==> src/rtl/core/itp_pkg.sv <==
// Package of types, constants and the microcode table for the infix-to-postfix converter.
package itp_pkg;

    localparam int STACK_DEPTH = 32;
    localparam int STACK_AW    = $clog2(STACK_DEPTH);
    localparam int CNT_W       = $clog2(STACK_DEPTH + 1);

    localparam logic [7:0] CH_OPEN  = 8'h28;
    localparam logic [7:0] CH_CLOSE = 8'h29;
    localparam logic [7:0] CH_PLUS  = 8'h2B;
    localparam logic [7:0] CH_MINUS = 8'h2D;
    localparam logic [7:0] CH_STAR  = 8'h2A;
    localparam logic [7:0] CH_SLASH = 8'h2F;
    localparam logic [7:0] CH_CARET = 8'h5E;
    localparam logic [7:0] CH_SPACE = 8'h20;
    localparam logic [7:0] CH_ZERO  = 8'h30;
    localparam logic [7:0] CH_NINE  = 8'h39;

    localparam logic [1:0] ERR_NONE  = 2'd0;
    localparam logic [1:0] ERR_CLOSE = 2'd1;
    localparam logic [1:0] ERR_OVF   = 2'd2;

    localparam logic KIND_CHAR = 1'b0;
    localparam logic KIND_END  = 1'b1;

    typedef logic [3:0] step_t;

    localparam step_t S_IDLE     = 4'd0;
    localparam step_t S_OP_TEST  = 4'd1;
    localparam step_t S_OP_CMP   = 4'd2;
    localparam step_t S_OP_POP   = 4'd3;
    localparam step_t S_END_TEST = 4'd4;
    localparam step_t S_END_POP  = 4'd5;
    localparam step_t S_END_MARK = 4'd6;
    localparam step_t S_DIGIT    = 4'd7;
    localparam step_t S_PUSH     = 4'd8;
    localparam step_t S_PUSH_DO  = 4'd9;
    localparam step_t S_OVF      = 4'd10;
    localparam step_t S_CL_TEST  = 4'd11;
    localparam step_t S_CL_CMP   = 4'd12;
    localparam step_t S_CL_POP   = 4'd13;
    localparam step_t S_CL_ERR   = 4'd14;
    localparam step_t S_CL_DROP  = 4'd15;

    typedef enum logic [2:0] {
        C_NEVER,
        C_ALWAYS,
        C_EMPTY,
        C_FULL,
        C_TOP_LOWER,
        C_TOP_OPEN
    } cond_t;

    typedef enum logic [2:0] {
        E_NONE,
        E_CHAR,
        E_TOP,
        E_END,
        E_ERR_CLOSE,
        E_ERR_OVF
    } emit_t;

    typedef enum logic [1:0] {
        K_HOLD,
        K_POP,
        K_PUSH,
        K_CLEAR
    } cnt_op_t;

    typedef struct packed {
        cond_t   cond;
        step_t   target;
        emit_t   emit;
        cnt_op_t cnt;
    } ctrl_word_t;

    function automatic ctrl_word_t cw(cond_t c, step_t t, emit_t e, cnt_op_t k);
        ctrl_word_t w;
        w.cond   = c;
        w.target = t;
        w.emit   = e;
        w.cnt    = k;
        return w;
    endfunction

    // Each step may emit one beat and change the stack count; the jump is taken
    // when its condition holds, otherwise the step counter moves on by one.
    function automatic ctrl_word_t ucode_rom(step_t s);
        ctrl_word_t w;
        case (s)
            S_OP_TEST:  w = cw(C_EMPTY,     S_PUSH,     E_NONE,      K_HOLD);
            S_OP_CMP:   w = cw(C_TOP_LOWER, S_PUSH,     E_NONE,      K_HOLD);
            S_OP_POP:   w = cw(C_ALWAYS,    S_OP_TEST,  E_TOP,       K_POP);
            S_END_TEST: w = cw(C_EMPTY,     S_END_MARK, E_NONE,      K_HOLD);
            S_END_POP:  w = cw(C_ALWAYS,    S_END_TEST, E_TOP,       K_POP);
            S_END_MARK: w = cw(C_ALWAYS,    S_IDLE,     E_END,       K_HOLD);
            S_DIGIT:    w = cw(C_ALWAYS,    S_IDLE,     E_CHAR,      K_HOLD);
            S_PUSH:     w = cw(C_FULL,      S_OVF,      E_NONE,      K_HOLD);
            S_PUSH_DO:  w = cw(C_ALWAYS,    S_IDLE,     E_NONE,      K_PUSH);
            S_OVF:      w = cw(C_ALWAYS,    S_IDLE,     E_ERR_OVF,   K_CLEAR);
            S_CL_TEST:  w = cw(C_EMPTY,     S_CL_ERR,   E_NONE,      K_HOLD);
            S_CL_CMP:   w = cw(C_TOP_OPEN,  S_CL_DROP,  E_NONE,      K_HOLD);
            S_CL_POP:   w = cw(C_ALWAYS,    S_CL_TEST,  E_TOP,       K_POP);
            S_CL_ERR:   w = cw(C_ALWAYS,    S_IDLE,     E_ERR_CLOSE, K_CLEAR);
            S_CL_DROP:  w = cw(C_ALWAYS,    S_IDLE,     E_NONE,      K_POP);
            default:    w = cw(C_NEVER,     S_IDLE,     E_NONE,      K_HOLD);
        endcase
        return w;
    endfunction

    // Entry point of the program for a newly accepted beat.
    function automatic step_t dispatch(logic kind, logic [7:0] ch);
        step_t s;
        if (kind == KIND_END) begin
            s = S_END_TEST;
        end else if (ch == CH_SPACE) begin
            s = S_IDLE;
        end else if (ch inside {[CH_ZERO:CH_NINE]}) begin
            s = S_DIGIT;
        end else if (ch == CH_OPEN) begin
            s = S_PUSH;
        end else if (ch == CH_CLOSE) begin
            s = S_CL_TEST;
        end else begin
            s = S_OP_TEST;
        end
        return s;
    endfunction

    function automatic logic signed [2:0] prec_of(logic [7:0] ch);
        logic signed [2:0] p;
        case (ch)
            CH_OPEN:           p = 3'sd0;
            CH_PLUS, CH_MINUS: p = 3'sd1;
            CH_STAR, CH_SLASH: p = 3'sd2;
            CH_CARET:          p = 3'sd3;
            default:           p = -3'sd1;
        endcase
        return p;
    endfunction

endpackage

==> src/rtl/core/itp_ram.sv <==
// Generic single-port-write, single-port-read RAM with registered read data.
module itp_ram #(
    parameter int WIDTH = 8,
    parameter int DEPTH = 32
) (
    input  logic                     aclk,
    input  logic                     wr_en,
    input  logic [$clog2(DEPTH)-1:0] wr_addr,
    input  logic [WIDTH-1:0]         wr_data,
    input  logic [$clog2(DEPTH)-1:0] rd_addr,
    output logic [WIDTH-1:0]         rd_data
);

    logic [WIDTH-1:0] mem [DEPTH];

    always_ff @(posedge aclk) begin
        if (wr_en) begin
            mem[wr_addr] <= wr_data;
        end
        rd_data <= mem[rd_addr];
    end

endmodule

==> src/rtl/core/infix_to_postfix_converter_unit.sv <==
// Top level of the infix-to-postfix converter: microcoded sequencer, operator stack and output register.
// Takes one expression character (or an end beat) at a time and emits the postfix stream
// using an operator stack of itp_pkg::STACK_DEPTH entries held in a RAM. The block takes a new
// input beat only when its program has returned to the idle step. A space is dropped at
// dispatch, a digit is emitted, and a '(' is checked against a full stack before it is pushed.
// An operator pops entries until the stack runs empty or it stops at an entry of lower
// precedence, and is then pushed; a ')' pops operators until it drops its '(' or reports an
// unmatched close. An end beat pops every stacked entry and then emits the end mark. In the
// operator and close loops each entry costs a count test step, a compare step (the RAM read
// data is registered) and the step that pops and emits it; the end flush pops without a
// compare. A result beat sits in an output register; while it is not taken, a step that would
// emit another one waits. On m_tdata an error beat (unmatched ')' or stack overflow) carries a
// nonzero error code and empties the stack; m_tlast marks the beat that closes an
// end-of-expression flush.
module infix_to_postfix_converter_unit (
    input  logic        aclk,
    input  logic        aresetn,
    input  logic        s_tvalid,
    output logic        s_tready,
    input  logic [7:0]  s_tdata,   // char_in[7:0]
    input  logic [0:0]  s_tuser,   // kind[0]
    output logic        m_tvalid,
    input  logic        m_tready,
    output logic [15:0] m_tdata,   // char_out[7:0], has_char[8], error_code[10:9], zero[15:11]
    output logic        m_tlast    // end_mark
);

    itp_pkg::step_t                   step_reg, step_next;
    logic [itp_pkg::CNT_W-1:0]        count_reg, count_next;
    logic [itp_pkg::CNT_W-1:0]        count_dec;
    logic [7:0]                       char_reg;
    logic [7:0]                       top_data;
    itp_pkg::ctrl_word_t              ctrl;
    logic                             cond_hit;
    logic                             out_free;
    logic                             stall;
    logic                             push_en;

    logic                             m_valid_reg, m_valid_next;
    logic [7:0]                       out_char_reg;
    logic                             out_has_reg;
    logic                             out_end_reg;
    logic [1:0]                       out_err_reg;

    assign ctrl      = itp_pkg::ucode_rom(step_reg);
    assign count_dec = count_reg - itp_pkg::CNT_W'(1);
    assign out_free  = !m_valid_reg || m_tready;
    assign stall     = (ctrl.emit != itp_pkg::E_NONE) && !out_free;
    assign push_en   = (step_reg != itp_pkg::S_IDLE) && !stall && (ctrl.cnt == itp_pkg::K_PUSH);
    assign s_tready  = (step_reg == itp_pkg::S_IDLE);

    // The read address always follows the top of stack, so the data is ready in the step
    // after the count settles.
    itp_ram #(
        .WIDTH(8),
        .DEPTH(itp_pkg::STACK_DEPTH)
    ) u_stack (
        .aclk    (aclk),
        .wr_en   (push_en),
        .wr_addr (count_reg[itp_pkg::STACK_AW-1:0]),
        .wr_data (char_reg),
        .rd_addr (count_dec[itp_pkg::STACK_AW-1:0]),
        .rd_data (top_data)
    );

    always_comb begin
        case (ctrl.cond)
            itp_pkg::C_ALWAYS:    cond_hit = 1'b1;
            itp_pkg::C_EMPTY:     cond_hit = (count_reg == '0);
            itp_pkg::C_FULL:      cond_hit = (count_reg == itp_pkg::CNT_W'(itp_pkg::STACK_DEPTH));
            itp_pkg::C_TOP_LOWER: cond_hit = (itp_pkg::prec_of(top_data) <
                                              itp_pkg::prec_of(char_reg));
            itp_pkg::C_TOP_OPEN:  cond_hit = (top_data == itp_pkg::CH_OPEN);
            default:              cond_hit = 1'b0;
        endcase
    end

    always_comb begin
        step_next    = step_reg;
        count_next   = count_reg;
        m_valid_next = m_valid_reg && !m_tready;
        if (step_reg == itp_pkg::S_IDLE) begin
            if (s_tvalid) begin
                step_next = itp_pkg::dispatch(s_tuser[0], s_tdata);
            end
        end else if (!stall) begin
            step_next = cond_hit ? ctrl.target : step_reg + itp_pkg::step_t'(1);
            case (ctrl.cnt)
                itp_pkg::K_POP:   count_next = count_dec;
                itp_pkg::K_PUSH:  count_next = count_reg + itp_pkg::CNT_W'(1);
                itp_pkg::K_CLEAR: count_next = '0;
                default:          count_next = count_reg;
            endcase
            if (ctrl.emit != itp_pkg::E_NONE) begin
                m_valid_next = 1'b1;
            end
        end
    end

    always_ff @(posedge aclk) begin
        if (!aresetn) begin
            step_reg    <= itp_pkg::S_IDLE;
            count_reg   <= '0;
            m_valid_reg <= 1'b0;
        end else begin
            step_reg    <= step_next;
            count_reg   <= count_next;
            m_valid_reg <= m_valid_next;
        end
    end

    always_ff @(posedge aclk) begin
        if (s_tvalid && s_tready) begin
            char_reg <= s_tdata;
        end
        if (step_reg != itp_pkg::S_IDLE && !stall && ctrl.emit != itp_pkg::E_NONE) begin
            case (ctrl.emit)
                itp_pkg::E_CHAR: begin
                    out_char_reg <= char_reg;
                    out_has_reg  <= 1'b1;
                    out_end_reg  <= 1'b0;
                    out_err_reg  <= itp_pkg::ERR_NONE;
                end
                itp_pkg::E_TOP: begin
                    out_char_reg <= top_data;
                    out_has_reg  <= 1'b1;
                    out_end_reg  <= 1'b0;
                    out_err_reg  <= itp_pkg::ERR_NONE;
                end
                itp_pkg::E_END: begin
                    out_char_reg <= 8'd0;
                    out_has_reg  <= 1'b0;
                    out_end_reg  <= 1'b1;
                    out_err_reg  <= itp_pkg::ERR_NONE;
                end
                itp_pkg::E_ERR_CLOSE: begin
                    out_char_reg <= 8'd0;
                    out_has_reg  <= 1'b0;
                    out_end_reg  <= 1'b0;
                    out_err_reg  <= itp_pkg::ERR_CLOSE;
                end
                itp_pkg::E_ERR_OVF: begin
                    out_char_reg <= 8'd0;
                    out_has_reg  <= 1'b0;
                    out_end_reg  <= 1'b0;
                    out_err_reg  <= itp_pkg::ERR_OVF;
                end
                default: begin
                    out_char_reg <= 8'd0;
                    out_has_reg  <= 1'b0;
                    out_end_reg  <= 1'b0;
                    out_err_reg  <= itp_pkg::ERR_NONE;
                end
            endcase
        end
    end

    assign m_tvalid = m_valid_reg;
    assign m_tdata  = {5'd0, out_err_reg, out_has_reg, out_char_reg};
    assign m_tlast  = out_end_reg;

endmodule

==> config.mk <==
export PLATFORM = sky130hd
export DESIGN_NAME = infix_to_postfix_converter_unit
export DESIGN_NICKNAME = d
export VERILOG_FILES = /design/src/rtl/core/itp_pkg.sv /design/src/rtl/core/itp_ram.sv /design/src/rtl/core/infix_to_postfix_converter_unit.sv
export SDC_FILE = /design/constraint.sdc
export NUM_CORES = 1
export LEC_CHECK = 0
export BUFFER_PORTS_ARGS = -buffer_cell sky130_fd_sc_hd__buf_2
export CAP_MARGIN = 20
export CORE_MARGIN = 1
export CORE_UTILIZATION = 38
export DETAILED_ROUTE_END_ITERATION = 16
export GPL_TIMING_DRIVEN = 0
export PLACE_DENSITY = 0.54
export SLEW_MARGIN = 30
export SYNTH_ARGS = -nofsm -noshare
export SYNTH_HDL_FRONTEND = slang
export SYNTH_HIERARCHICAL = 1
export SYNTH_SLANG_ARGS = --single-unit
==> constraint.sdc <==
create_clock -name aclk -period 4.2 [get_ports aclk]
set_clock_uncertainty 0.15 [all_clocks]
set_input_delay 0.21 -clock aclk [delete_from_list [all_inputs] [get_ports aclk]]
set_output_delay 0.21 -clock aclk [all_outputs]
set_load 0.01 [all_outputs]
[After elaboration in Yosys (flattened, before gate mapping)]
Memories as Yosys holds them, arrays and structs flattened. A register that Yosys moved wholly into a read port is not among the register bits.
Index checks and enable logic that the tools add are counted.
Storage, ports and cells
  input bits: 13
  memories kept: 2
  bits in read-only memories: 192
  word-level logic and storage cells: 99
  bits in writable memories: 256
  bits in registers: 31
Operators by class
  equality and inequality tests: 31
  bitwise operators: 2
  mux-type cells: 26
  $add $sub $neg: 3
  reductions and logical operators: 24
  magnitude comparators: 3
Memory list
  u_stack.mem: words 32, bits a word 8, read ports 1, clocked after memory_dff 1, write ports 1, line itp_ram.sv:14  | logic [WIDTH-1:0] mem [DEPTH];
  (name not given): words 16, bits a word 12, read ports 1, clocked after memory_dff 1, write ports 0, line itp_pkg.sv:90  | case (s)
Operator list (count)
  $eq A8 B6 Y1 const B: 13
  $mux W4: 11
  $pmux W3 S4: 2
  $pmux W6 S3: 1
  $eq A8 B7 Y1 const B: 2
  $pmux W8 S2: 1
  $eq A3 B2 Y1 const B: 4
  $eq A3 B3 Y1 const B: 4
  $reduce_or A2 Y1: 5
  $ge A8 B6 Y1 const B: 1
  $le A8 B6 Y1 const B: 1
  $logic_and A1 B1 Y1: 7
  $mux W1: 7
  $add A6 B1 Y6 const B: 1
  $eq A3 B1 Y1 const B: 2
  $eq A6 B6 Y1 const B: 1
  $logic_not A6 Y1: 1
  $mux W3: 2
  $reduce_bool A3 Y1: 2
  $sub A6 B1 Y6 const B: 1
  $pmux W1 S5: 1
  $add A4 B1 Y4 const B: 1
  $eq A2 B2 Y1 const B: 2
  $logic_not A1 Y1: 4
  10 further kinds: 12

[Longest topological paths before layout]
  depth in word-level cells: 11
  mapped depth: 18
  gate-level depth less buffers: 18

[By module]
The synthesis kept the hierarchy.
By module, submodules not included
  itp_ram: times used 1, cells each 417, area each 10053.4 µm²
  infix_to_postfix_converter_unit: times used 1, cells each 297, area each 2682.6 µm²

[Worst setup path before layout]
Ideal clock, no wire load.
  kind: flip-flop to flip-flop
  start: reg char_reg[6]
  end: reg ctrl[6] (netlist name)
  setup slack: 0.109 ns
  arrival time: 3.826 ns
  data required time: 3.935 ns
  cell stages (with the launch flop): 18
  setup time: 0.115 ns
  cells stage by stage: edfxtp_1 > nor4bb_1 > nand2_1 > o21ai_0 > a22oi_1 > nor2b_1 > ha_1 > nand2b_1 > a2111oi_2 > a21o_4 > mux2i_1 > o21ai_1 > nand2_1 > inv_1 > ha_1 > inv_1 > mux2i_1 > a21bo_2
Between the ends
  word-level cells in the longest chain between the ends: 11
  elaborated cells between the ends (all ways): 17
  classes of those cells: order compare (1); eq/ne (6); mux (8); reduce/logical (2)
RTL lines
  start: declaration: line infix_to_postfix_converter_unit.sv:31  | logic [7:0] char_reg;
  start signal: assignment: line infix_to_postfix_converter_unit.sv:114  | char_reg <= s_tdata;
  $eq A8 B6 Y1: line itp_pkg.sv:132  | case (ch)
  $reduce_or A2 Y1: line itp_pkg.sv:132
  $pmux W3 S4 (*): line itp_pkg.sv:132
  $mux W3 (*): line infix_to_postfix_converter_unit.sv:67  | case (ctrl.cond)
  $lt A3 B3 Y1 (*): line infix_to_postfix_converter_unit.sv:71  | itp_pkg::C_TOP_LOWER: cond_hit = (itp_pkg::prec_of(top_data) <
  $pmux W1 S5 (*): line infix_to_postfix_converter_unit.sv:67
  $mux W4 (*): line infix_to_postfix_converter_unit.sv:87  | step_next = cond_hit ? ctrl.target : step_reg + itp_pkg::step_t'(1);
  $mux W4 (*): line infix_to_postfix_converter_unit.sv:86  | end else if (!stall) begin
  $mux W4 (*): line infix_to_postfix_converter_unit.sv:82  | if (step_reg == itp_pkg::S_IDLE) begin
  $mux W4 (no line) (*) (2 in series)
Every way passes the cells marked *; elsewhere a longest branch is shown, timed or not. The select of a mux whose other input is x is not followed.
A chain may end at the register's enable or synchronous reset.

[Worst setup path in the final report]
  start: reg count_reg[2] (netlist name)
  end: reg u_stack.rd_data[3], read port of u_stack.mem
Between the ends
  word-level cells in the longest chain between the ends: 1
RTL lines
  start: declaration: line infix_to_postfix_converter_unit.sv:29  | logic [itp_pkg::CNT_W-1:0] count_reg, count_next;
  start signal: assignment: line infix_to_postfix_converter_unit.sv:107  | count_reg <= count_next;
  $sub A6 B1 Y6: line infix_to_postfix_converter_unit.sv:46  | assign count_dec = count_reg - itp_pkg::CNT_W'(1);
  net count_dec, one bit: line infix_to_postfix_converter_unit.sv:30  | logic [itp_pkg::CNT_W-1:0] count_dec;
  end: declaration: line itp_ram.sv:11  | output logic [WIDTH-1:0] rd_data
The timed path passes the listed nets, and every way through them passes these cells.

==> impl_metrics.env <==
export IMPL_reg2reg_depth=7
export IMPL_grt_pass1_wl_um=44000
export IMPL_cpLargestDelayFamily="buffers and inverters"
export IMPL_endpoint="u_stack/rd_data[3]$_DFF_P_"
export IMPL_io_pins=32
export IMPL_busiest_layer="met2"
export IMPL_drtPass1Iterations=5
export IMPL_num_rows=66
export IMPL_vias=6875
export IMPL_dieArea_sq_um=34300
export IMPL_regMostFlops="u_stack/mem"
export IMPL_syn_to_final_growth_pct=17.2
export IMPL_portBuffers=26
export IMPL_grt_use_met2_pct=28.6
export IMPL_avgSynthCellArea_sq_um=17.8
export IMPL_cts_buffer_depth=3
export IMPL_synth_seq_cells=307
export IMPL_hp_class="input port to register"
export IMPL_ys_types=66
export IMPL_max_stage_delay_ns=0.68
export IMPL_numCtsBuffers=34
export IMPL_layout_common_cells="edfxtp_1, mux4_2, nor2_1"
export IMPL_finalWorstSetupSlack_ns=0.179
export IMPL_clkSinkCount=307
export IMPL_place_ws_ns=-0.394
export IMPL_p_leak_nw=4.99
export IMPL_cp_start_kind="register"
export IMPL_fp_dieW_um=185
export IMPL_crit_chain="buf_1 > xor2_1 > clkbuf_1 > buf_1 > mux4_2 > mux4_2 > mux2_2"
export IMPL_wl_per_cell_um=22.6
export IMPL_critPathSlowestCell="dfxtp_1"
export IMPL_grt_antenna_before_repair=0
export IMPL_largest_reg_flops=256
export IMPL_gr_total_overflow=0
export IMPL_synthArstFlopShare_pct=0
export IMPL_use_met1_pct=24.2
export IMPL_drt_wl_total_um=29100
export IMPL_slew_headroom_pct=42.0
export IMPL_synth_edf_count=276
export IMPL_r2r_end="u_stack/rd_data[3]$_DFF_P_"
export IMPL_drt_initial_drc_count=607
export IMPL_final_setup_tns_ns=0
export IMPL_fmax_mhz=249
export IMPL_syn_cell_area_sq_um=12700
export IMPL_ff2ff_setup_slack_ns=0.18
export IMPL_initial_core_util_pct=38.8
export IMPL_worstMarginPinSlew_ns=0.866
export IMPL_whs_path_depth=5
export IMPL_clkSlewWorstSetupHoldPaths_ns=0.06
export IMPL_dp_hpwl_um=19900
export IMPL_fin_area_sq_um=14900
export IMPL_core_area_sq_um=32800
export IMPL_power_w=0.00957
export IMPL_final_core_util_pct=45.5
export IMPL_path_depth=7
export IMPL_track_usage_pct=17.7
export IMPL_cts_root_buffer_cell="clkbuf_16"
export IMPL_syn_inst=714
export IMPL_synth_warnings=6
export IMPL_grt_max_degree=23
export IMPL_dpl_cell_area_sq_um=13600
export IMPL_cap_violations=0
export IMPL_finalCriticalPeriod_ns=4.02
export IMPL_fin_crit_sh_pct=95.7
export IMPL_ctsHtreeMaxLevel=2
export IMPL_synth_ff_type="edfxtp_1"
export IMPL_grt_pass1_vias=7065
export IMPL_reg2reg_from="count_reg[2]$_SDFFE_PN0P_"
export IMPL_cp_end_kind="register"
export IMPL_crit_required_ns=4.46
export IMPL_cts_tree="done"
export IMPL_drv_slew=0
export IMPL_worstPathMaxFanout=12
export IMPL_n_antenna_cell=0
export IMPL_via_per_inst=5.35
export IMPL_p_per_area_nw_per_um2=641
export IMPL_nets=843
export IMPL_critPathArrivalTime_ns=4.28
export IMPL_final_setup_viol_count=0
export IMPL_die_height_um=185
export IMPL_critPathLaunch="count_reg[2]$_SDFFE_PN0P_"
export IMPL_critPathKind="register to register"
export IMPL_final_common_cell="edfxtp_1"
export IMPL_place_gp_congestion=0.848
export IMPL_drive_above_1_share_pct=27.7
export IMPL_drc=0
export IMPL_hold_viol_final=0
export IMPL_use_met3_pct=3.79
export IMPL_yosysSeqAreaShare_pct=69.9
export IMPL_outcome="completed"
export IMPL_critPathBufInv=3
export IMPL_grt_setup_unrepaired="true"
export IMPL_antenna_left=0
export IMPL_vdd_ir_drop_max_mv=0.400
export IMPL_clk_latency_ns=0.52
==> through the flow <==
stage | hold slack, ns | std cells
after floorplan | 0.159 | 718
after global placement | 0.248 | 1186
after detailed placement | 0.253 | 1200
after CTS | 0.0645 | 1273
after global routing | 0.120 | 1284
final | 0.0752 | 1284
==> power by group <==
part | switching [W] | internal [W] | total, W
sequential | 0.000165 | 0.00367 | 0.00383
combinational | 0.00170 | 0.00131 | 0.00301
clock | 0.00117 | 0.00156 | 0.00273
total | 0.00303 | 0.00654 | 0.00957
==> kinds of logic (layout without fill, tap and decap cells) <==
family / count (synthesis) / count (layout) / synth area share (%)
compound gates: 72 / 72 / 4.38
fa+ha+maj: 12 / 12 / 1.18
xor+xnor: 7 / 7 / 0.481
mux: 97 / 97 / 15.6
flops: 307 / 307 / 69.9
simple gates: 160 / 160 / 6.25
other cells: 1 / 5 / 0.0294
buf+inv: 58 / 182 / 2.16
==> worst register-to-register path: stages, from the launching register on <==
cell	delay [ns]
dfxtp_1	0.68
buf_1	0.42
xor2_1	0.19
clkbuf_1	0.57
buf_1	0.63
mux4_2	0.44
mux4_2	0.55
mux2_2	0.29
==> per-layer routing <==
metal	part of all wire (%)	up-vias	wire, um
li1	-	3067	-
met1	43	3552	12600
met2	48	210	14100
met3	6.4	46	1850
met4	2.0	0	568
met5	0	-	0
==> cell usage after synthesis, drive strengths merged, types with 6 or more instances <==
master | instances | area share, %
nor2b | 6 | 0.35
a211oi | 7 | 0.59
clkbuf | 19 | 0.56
nand3 | 14 | 0.55
ha | 12 | 1.2
a22oi | 9 | 0.53
dfxtp | 31 | 4.9
mux2 | 9 | 0.80
inv | 17 | 0.50
edfxtp | 276 | 65
o21ai | 10 | 0.39
buf | 22 | 1.1
mux4 | 80 | 14
mux2i | 8 | 0.63
nor3 | 8 | 0.31
nand2 | 31 | 0.93
nor2 | 67 | 2.0
nand3b | 6 | 0.35
a21oi | 11 | 0.43
==> how the worst min path moves through the flow <==
stage	startpoint	to	slack [ns]
after CTS	m_tready	m_tvalid$_SDFF_PN0_	0.06
final	m_tready	m_tvalid$_SDFF_PN0_	0.08
after global placement	s_tdata[5]	char_reg[5]$_DFFE_PP_	0.25
after global routing	m_tready	m_tvalid$_SDFF_PN0_	0.12
after floorplan	s_tdata[0]	char_reg[0]$_DFFE_PP_	0.16
after detailed placement	s_tdata[5]	char_reg[5]$_DFFE_PP_	0.25
==> final cells by class <==
cell class	count	area, sq um
Clock inverter	9	87.6
Buffer	41	216
Timing Repair Buffer	64	524
Multi-Input combinational cell	353	3640
Tap cell	442	553
Clock buffer	51	935
Sequential cell	307	8910
Fill cell	2861	17900
Inverter	17	63.8
==> what timing repair did <==
| item | in CTS | in global routing |
|---|---|---|
| setup buffers | 4 | 11 |
| setup endpoints to repair | 12 | 20 |
| gates resized for setup | 2 | 18 |
| hold endpoints to repair | 17 | 0 |
| hold buffers | 9 | 0 |
| pin swaps | 0 | 4 |
No activity file was read; power rests on OpenSTA's default activity.
